$ cat config.mk
export PLATFORM = sky130hd
export DESIGN_NAME = lio_ctrl
export DESIGN_NICKNAME = d
export VERILOG_FILES = /design/src/hw/rtl/lr_injection_observer_core_assert.svh /design/src/hw/rtl/lio_pkg.sv /design/src/hw/rtl/lio_ctrl.sv
export SDC_FILE = /design/constraint.sdc
export NUM_CORES = 1
export LEC_CHECK = 0
export ABC_AREA = 1
export BUFFER_PORTS_ARGS = -buffer_cell sky130_fd_sc_hd__clkbuf_2
export CORE_AREA = 5 5 42 44
export DETAILED_ROUTE_END_ITERATION = 8
export DIE_AREA = 0 0 47 49
export GPL_ROUTABILITY_DRIVEN = 0
export HOLD_SLACK_MARGIN = 0.02
export PLACE_DENSITY = 0.68
export REMOVE_ABC_BUFFERS = 1
export SETUP_SLACK_MARGIN = 0.3
export SYNTH_ARGS = -nofsm -noshare
export SYNTH_HDL_FRONTEND = slang
export SYNTH_SLANG_ARGS = --single-unit
export TNS_END_PERCENT = 20
$ cat constraint.sdc
create_clock -name clock -period 1.3 [get_ports clock]
set_input_delay 0.065 -clock clock [delete_from_list [all_inputs] [get_ports clock]]
set_output_delay 0.065 -clock clock [all_outputs]
set_load 0.02 [all_outputs]
$ cat src/hw/rtl/lr_injection_observer_core_assert.svh
// Assertion macros shared by the observer RTL.
`ifndef LR_INJECTION_OBSERVER_CORE_ASSERT_SVH
`define LR_INJECTION_OBSERVER_CORE_ASSERT_SVH

// Same-cycle implication, checked out of reset.
`define LIO_ASSERT_IMP(label, clk, rst, ante, cons) \
   label: assert property (@(posedge clk) disable iff (rst) (ante) |-> (cons)) \
      else $error("observer assertion failed");

// Next-cycle implication, checked out of reset.
`define LIO_ASSERT_NXT(label, clk, rst, ante, cons) \
   label: assert property (@(posedge clk) disable iff (rst) (ante) |=> (cons)) \
      else $error("observer assertion failed");

`endif

$ cat src/hw/rtl/lio_pkg.sv
// Shared types and constants of the resistance and inductance observer.
package lio_pkg;

   localparam int COUNT_WIDTH_DEF = 16;
   localparam int REQ_DATA_W      = 128;
   localparam int RSP_DATA_W      = 96;
   localparam int DIV_HI_W        = 64;
   localparam int DIV_Q_W         = 32;

   // 6.28 in Q16
   localparam logic [18:0] K628      = 19'd411566;
   localparam logic [17:0] PWM_RESET = 18'd20000;
   localparam logic [19:0] INJ_RESET = 20'd65536;

   typedef enum logic {
      CSR_PWM = 1'b0,
      CSR_INJ = 1'b1
   } csr_index_type;

   typedef enum logic [2:0] {
      ST_IDLE,
      ST_PREP1,
      ST_PREP2,
      ST_PREP3,
      ST_DSTART,
      ST_DWAIT,
      ST_COMMIT
   } state_type;

   typedef enum logic [1:0] {
      OP_R,
      OP_L,
      OP_AD,
      OP_AQ
   } op_type;

   typedef struct packed {
      logic   collect;
      logic   load;
      logic   prep1;
      logic   prep2;
      logic   prep3;
      logic   div_start;
      logic   div_capture;
      op_type div_op;
      logic   commit;
   } cmd_type;

   typedef struct packed {
      logic run_now;
      logic go_now;
      logic go_held;
      logic div_done;
      logic out_free;
   } status_type;

endpackage

$ cat src/hw/rtl/lio_ctrl.sv
// Observer controller: sequences item intake, estimate preparation, divisions and commit.
module lio_ctrl (
   input  logic                clock,
   input  logic                reset,
   input  logic                req_tvalid,
   output logic                req_tready,
   input  lio_pkg::status_type status,
   output lio_pkg::cmd_type    cmd
);

   lio_pkg::state_type state_ff, state_in;
   lio_pkg::op_type    op_ff, op_in;

   always_ff @(posedge clock) begin
      if (reset) begin
         state_ff <= lio_pkg::ST_IDLE;
         op_ff    <= lio_pkg::OP_R;
      end else begin
         state_ff <= state_in;
         op_ff    <= op_in;
      end
   end

   always_comb begin
      state_in        = state_ff;
      op_in           = op_ff;
      req_tready      = 1'b0;
      cmd.collect     = 1'b0;
      cmd.load        = 1'b0;
      cmd.prep1       = 1'b0;
      cmd.prep2       = 1'b0;
      cmd.prep3       = 1'b0;
      cmd.div_start   = 1'b0;
      cmd.div_capture = 1'b0;
      cmd.div_op      = op_ff;
      cmd.commit      = 1'b0;
      case (state_ff)
         lio_pkg::ST_IDLE: begin
            req_tready = 1'b1;
            if (req_tvalid) begin
               if (status.run_now) begin
                  cmd.load = 1'b1;
                  state_in = status.go_now ? lio_pkg::ST_PREP1 : lio_pkg::ST_COMMIT;
               end else begin
                  cmd.collect = 1'b1;
               end
            end
         end
         lio_pkg::ST_PREP1: begin
            cmd.prep1 = 1'b1;
            state_in  = lio_pkg::ST_PREP2;
         end
         lio_pkg::ST_PREP2: begin
            cmd.prep2 = 1'b1;
            state_in  = lio_pkg::ST_PREP3;
         end
         lio_pkg::ST_PREP3: begin
            cmd.prep3 = 1'b1;
            op_in     = lio_pkg::OP_R;
            state_in  = lio_pkg::ST_DSTART;
         end
         lio_pkg::ST_DSTART: begin
            cmd.div_start = 1'b1;
            state_in      = lio_pkg::ST_DWAIT;
         end
         lio_pkg::ST_DWAIT: begin
            if (status.div_done) begin
               cmd.div_capture = 1'b1;
               // averages go last so the estimates see the old ones
               case (op_ff)
                  lio_pkg::OP_R:  op_in = lio_pkg::OP_L;
                  lio_pkg::OP_L:  op_in = lio_pkg::OP_AD;
                  lio_pkg::OP_AD: op_in = lio_pkg::OP_AQ;
                  default:        op_in = lio_pkg::OP_R;
               endcase
               state_in = (op_ff == lio_pkg::OP_AQ) ? lio_pkg::ST_COMMIT : lio_pkg::ST_DSTART;
            end
         end
         lio_pkg::ST_COMMIT: begin
            // hold until the result register is free
            if (status.out_free) begin
               cmd.commit = 1'b1;
               state_in   = lio_pkg::ST_IDLE;
            end
         end
         default: begin
            state_in = lio_pkg::ST_IDLE;
         end
      endcase
   end

endmodule

Word level (Yosys, flattened, before mapping)

Cells that the tools add are included.

Eq/ne operators: 13
Muxes and demuxes: 23
Reduce and logical (&&, ||, !) cells: 5

Operators by type and width:

| kind               | count |
|---|---|
| $pmux 3 s7         | 1 |
| $mux 3             | 5 |
| $mux 1             | 11 |
| $eq 3x3->1 const B | 3 |
| $mux 2             | 4 |
| $ne 2x2->1 const B | 4 |
| $eq 3x2->1 const B | 2 |
| $pmux 2 s3         | 1 |
| $eq 2x2->1 const B | 2 |
| $pmux 2 s2         | 1 |
| $reduce_and 4->1   | 1 |
| $eq 3x1->1 const B | 1 |
| $logic_not 3->1    | 1 |
| $eq 2x1->1 const B | 1 |
| $logic_not 2->1    | 1 |
| $reduce_and 2->1   | 1 |
| $reduce_bool 2->1  | 1 |

Register bits: 5
Input port bits: 8

Longest topological paths before layout

Gate-level depths: netlist of run 1.

Depth in word-level cells: 4
Depth in mapped cells: 7

Worst setup path after synthesis of run 1

No wires, ideal clock.

Path type: reg-to-output
From: register state_ff[1]
To: output cmd[9] (netlist name)
Data arrival time: 1328 ps
Slack: -93 ps
Stages on the path, launching flop included: 7
Buffers on the path: 1
Cells stage by stage: dfxtp_1 buf_4 nor2_2 inv_1 nor2_1 nand2_1 nor2_1

RTL lines:

| element                | RTL line       | source |
|---|---|---|
| from (decl)            | lio_ctrl.sv:11 | `lio_pkg::state_type state_ff, state_in;` |
| from (signal assigned) | lio_ctrl.sv:16 | `state_ff <= lio_pkg::ST_IDLE;` |
| from (signal assigned) | lio_ctrl.sv:19 | `state_ff <= state_in;` |
| to (decl)              | lio_ctrl.sv:8  | `output lio_pkg::cmd_type cmd` |

==> results of run 1 <==
## synthesized netlist by cell type (all sizes together)
cell type  count
a21oi          3
clkbuf         1
nor3           3
ha             3
nand3          5
nand4          2
inv           15
o21ai          5
buf            1
nor2          17
dfxtp          5
a31oi          1
nand2         12
## how the worst min path moves through the flow
stage,endpoint,slack (ns)
finish,state_ff[2]$_SDFFE_PP0P_,0.21
global route,state_ff[2]$_SDFFE_PP0P_,0.25
CTS,state_ff[2]$_SDFFE_PP0P_,0.20
detailed placement,state_ff[1]$_SDFFE_PP0P_,0.26
global placement,state_ff[0]$_SDFFE_PP0P_,0.26
floorplan,state_ff[0]$_SDFFE_PP0P_,0.14
## metrics by stage
step                TNS, ns  worst slack (ns)  instance area (um^2)  std cells  hold slack, ns
finish                    0            0.0779                   676        117           0.215
global route        -0.0232           -0.0232                   676        117           0.248
CTS                       0            0.0249                   641        115           0.198
detailed placement        0             0.105                   566        108           0.260
global placement          0             0.130                   566        108           0.256
floorplan           -0.0669           -0.0669                   430         71           0.137
## power groups by stage
stage / combinational [mW] / clock, mW / sequential [mW]
after detailed placement: 0.660 / 0 / 0.275
after global routing: 0.886 / 0.186 / 0.309
after floorplan: 0.428 / 0 / 0.282
after global placement: 0.644 / 0 / 0.275
after CTS: 0.741 / 0.183 / 0.296
final: 0.794 / 0.171 / 0.300
## repair_timing
item / CTS / global route
buffers inserted: 2 / 2
hold endpoints to repair: 2 / 0
resized for setup: 12 / 9
pin swaps: 2 / 3
setup endpoints to repair: 14 / 14
hold buffers: 1 / 0
## registers in the layout (all words and copies together), names as in the netlist
signal	count
state_ff	3
op_ff	2
## final cells by class
cell class	count	share of cell area, %
clock buffer	4	3.89
multi-input combinational	51	42.8
tap	16	2.96
timing repair buffer	26	25.6
sequential	5	16.5
inverter	15	8.33
## critical path, stage by stage (launching register included)
cell     delay [ns]
dfxtp_4        0.40
buf_4          0.13
nand2_1        0.06
nor3_1         0.16
buf_4          0.18
## routing by layer
| layer | global-route usage (%) | vias up | wire length, um |
|---|---|---|---|
| li1 | - | 283 | - |
| met3 | 1.11 | 0 | 62 |
| met2 | 17.4 | 12 | 563 |
| met4 | 5.53 | 0 | 0 |
| met5 | 0 | - | 0 |
| met1 | 13.6 | 239 | 488 |
## cell usage in the layout, fill, tap and decap left out, drive strengths merged
cell         instances
buf                 11
nand2               12
nor3                 3
nand3                5
ha                   3
dlygate4sd3          1
inv                 15
dfxtp                5
clkbuf              18
nand4                2
a31oi                1
nor2                17
o21ai                5
a21oi                3
## kinds of logic after synthesis
group           count (synthesis)  share of synthesized area (%)
fa+ha+maj                       3                           8.43
simple gates                   39                           40.2
buf+inv                        17                           16.0
compound gates                  9                           12.9
flops                           5                           22.5
==> reports/metrics.cfg, run 1 <==
[finish]
layout-drive-gt1-share_pct = 41.6
n_antenna_cell = 0
final_nets = 113
utilization_pct = 48.2
syn2layout_area_growth_pct = 51.7
multiInputGateArea_um2 = 289
seqCellArea_um2 = 111
nFillCells = 156

[clock_tree]
clk_pin_slew_ns = 0.04
cts_root_buf = clkbuf_4
h-tree-depth = 1
clockBufferDepth = 2
clock_latency_ns = 0.23
cts.sinks = 5
cts_made_buffers = 3
cts_tree = built

[floorplanning]
die_h_um = 49
core_area_um2 = 1400
ios = 19
placementRows = 14
start_util_pct = 31.8
dieWidth_um = 47
die_area_um2 = 2300

[pwr]
power_switching_uw = 588
seq_power_share_pct = 23.7
leakage_nw = 0.399
power_mw = 1.26
pwr_density_cell_nw_per_um2 = 1870
p_int_uw = 677
vdd.ir_drop.worst_mv = 0.807
p_sw_share_pct = 46.5
clkPwrFrac_pct = 13.5
combPwrFrac_pct = 62.8

[global_route]
antenna_found_initial = 0
grt_pass1_vias = 517
grt_max_degree = 9
grt_pass1_wl_mm = 1.92
grt-ovfl-total = 0
grtUsageTotal_pct = 10.8

[setup_path]
crit_end = cmd[0]
crit_start = state_ff[1]$_SDFFE_PP0P_
crit_arrival_ns = 1.16
cp-end-kind = output pin
cp-start-kind = flop
timing.rr.end = state_ff[1]$_SDFFE_PP0P_
r2r_setup_slack_ns = 0.10
path_max_fanout = 7
required_ns = 1.24
r2r_cells = 7
crit-reg2reg-launch = state_ff[0]$_SDFFE_PP0P_
critPathKind = flop to output pin

[sta]
fin_crit_ns = 1.22
setup_viol = 0
fmax_ghz = 0.818
period_share_pct = 94.0
final-hold-violation-count = 0
skew_ns = 0.00109
tightest_slew_ns = 0.181
rsz0062_at_grt = yes
drv_slew = 0
max-slew-margin-rel_pct = 87.8

[min_path]
min-delay-start = status[3]
holdPathStages = 6
hold_path_class = input port to flop

[detailed_routing]
dr.pass1.iters = 2
vias_per_cell = 4.56
antenna_left = 0
drt_wl_total_mm = 1.11
vias = 534
drc = 0
drt_iter0_drc = 4
post_drt_wl_per_cell_um = 9.52

[synthesis]
syn_avg_cell_area_um2 = 6.10
synthTopCellsByArea = dfxtp_1 22%, nor2_1 13%, inv_1 11%, nand2_1 9.3%, ha_1 8.4%
synth_seq_area_share_pct = 22.5
syn_area_um2 = 445
synth_top_area_share_pct = 22.5
ys_ff_latch = 5
yosysTopAreaCell = dfxtp_1
yosysWarnings = 0
synth_cell_types = 19
syn_inst = 73

[job]
cap_viol_max_count = 0

[run_status]
outcome = complete, no violations

[placed_design]
dp_hpwl_um = 881
port_buffers = 17

(Power assumes the default switching activity.)
==> inputs of run 2 (changes only) <==
- clock period: 1.3 -> 1.47 ns (I/O delays scaled with it)
==> run 2 against run 1 <==
Compared with the run above:
- critical path depth did not move
- design area shrank 2.4%
- largest power group unchanged
- non-clock buffer count is 2 lower
- routed wire length grew 9.2%
- die area is the same
- global-route usage up 0.70 points
- highest routed layer unchanged
- largest cell class unchanged
- clock skew increased by 0.0036 ns
==> reports/metrics.cfg, run 2 (synthesis gave the netlist of run 1 again) <==
[global_route]
grt_pass1_vias = 508
grt_pass1_wl_mm = 2.03
grt_max_degree = 7
grtUsageTotal_pct = 11.5
grt-ovfl-total = 0
antenna_found_initial = 0

[finish]
largest_reg_flops = 3
final_nets = 111
seqCellArea_um2 = 111
largest-register = state_ff
reg_top3 = state_ff: 3 flops, op_ff: 2 flops
stdcell_area_um2 = 659
multiInputGateArea_um2 = 294
layout-drive-gt1-share_pct = 40.4
nFillCells = 152
final_common_cell = clkbuf_2
syn2layout_area_growth_pct = 48.0
most-common-layout-cells = 14 x clkbuf_2, 13 x nor2_1, 12 x inv_1
fin_cells = 115
n_antenna_cell = 0

[pwr]
leakage_nw = 0.388
vdd.ir_drop.worst_mv = 0.954
pwr_density_cell_nw_per_um2 = 1680

[sta]
drv_slew = 0
fin_crit_ns = 1.23
period_share_pct = 83.4
final-hold-violation-count = 0
rsz0062_at_grt = yes
max-slew-margin-rel_pct = 88.4
tightest_slew_ns = 0.173
setup_viol = 0
setup-tns-final_ns = 0
fmax_ghz = 0.815
skew_ns = 0.00470

[floorplanning]
dieWidth_um = 47
core_area_um2 = 1400
ios = 19
die_area_um2 = 2300
start_util_pct = 31.8
placementRows = 14
die_h_um = 49

[detailed_routing]
vias = 538
drc = 0
dr.pass1.iters = 4
antenna_left = 0
post_drt_wl_per_cell_um = 10.6
drt_iter0_drc = 11
vias_per_cell = 4.68
drt_wl_total_mm = 1.22

[job]
cap_viol_max_count = 0

[min_path]
hold_path_class = input port to flop

[setup_path]
path_max_fanout = 5
crit_chain = buf_4 > nand2_1 > nor3_1 > clkbuf_4
cp-end-kind = output pin
required_ns = 1.40
critPathKind = flop to output pin
cp_slowest_cell = dfxtp_4
cp-start-kind = flop
crit_arrival_ns = 1.15
slowest_delay_ns = 0.38

[run_status]
outcome = complete, no violations

[placed_design]
dp.cells = 105
place_area_um2 = 543
port_buffers = 17
dp_hpwl_um = 874

[clock_tree]
h-tree-depth = 1
cts_root_buf = clkbuf_4
clk_pin_slew_ns = 0.05
cts_made_buffers = 3
cts.sinks = 5
clock_latency_ns = 0.24
cts_tree = built
clockBufferDepth = 2

-- run 2: worst max-delay path, delay by kind of cell, from the launching register on --
kind	cells	cell delay, ns
flip-flops	1	0.38
AND/OR/NAND/NOR	2	0.20
buffers and inverters	2	0.33
-- run 2: area by class of cell --
class / count / area share (%)
sequential: 5 / 16.9
clock buffer: 4 / 3.98
multi-input combinational: 51 / 44.6
timing repair buffer: 24 / 23.0
tap: 16 / 3.04
inverter: 15 / 8.54
-- run 2: per-stage QoR --
step | setup slack, ns | total power [mW] | util [%] | hold WS, ns
6_report | 0.243 | 1.11 | 47.1 | 0.226
5_1_grt | 0.170 | 1.20 | 47.1 | 0.270
4_1_cts | 0.219 | 1.08 | 45.6 | 0.218
3_5_place_dp | 0.272 | 0.788 | 38.8 | 0.273
3_3_place_gp | 0.285 | 0.776 | 38.8 | 0.268
2_1_floorplan | 0.0946 | 0.627 | - | 0.146
-- run 2: repair_timing --
action / CTS / global route
hold endpoints to repair: 2 / 0
hold buffers: 1 / 0
endpoints found under the setup margin: 13 / 13
buffers inserted: 4 / 1
resized for setup: 13 / 5
pin swaps: 3 / 2
-- run 2: worst paths after layout --
kind / from / slack (ns) / cells after the start / endpoint
max: state_ff[1]$_SDFFE_PP0P_ / 0.24 / 4 / cmd[0]
min: status[3] / 0.23 / 6 / state_ff[2]$_SDFFE_PP0P_
max reg2reg: state_ff[1]$_SDFFE_PP0P_ / 0.30 / 7 / state_ff[1]$_SDFFE_PP0P_
min reg2reg: op_ff[0]$_SDFFE_PP0P_ / 0.57 / 2 / op_ff[0]$_SDFFE_PP0P_
-- run 2: layer usage --
metal / wire [um] / global-route usage [%] / vias up
met1: 485 / 14.3 / 241
met2: 640 / 19.7 / 18
met4: 0 / 4.15 / 0
met5: 0 / 0 / -
li1: - / - / 279
met3: 91 / 1.11 / 0
-- run 2: report_power, final --
part | internal [mW] | switching [mW] | total [mW]
logic | 0.287 | 0.407 | 0.694
clock network | 0.103 | 0.0565 | 0.159
registers | 0.188 | 0.0648 | 0.253
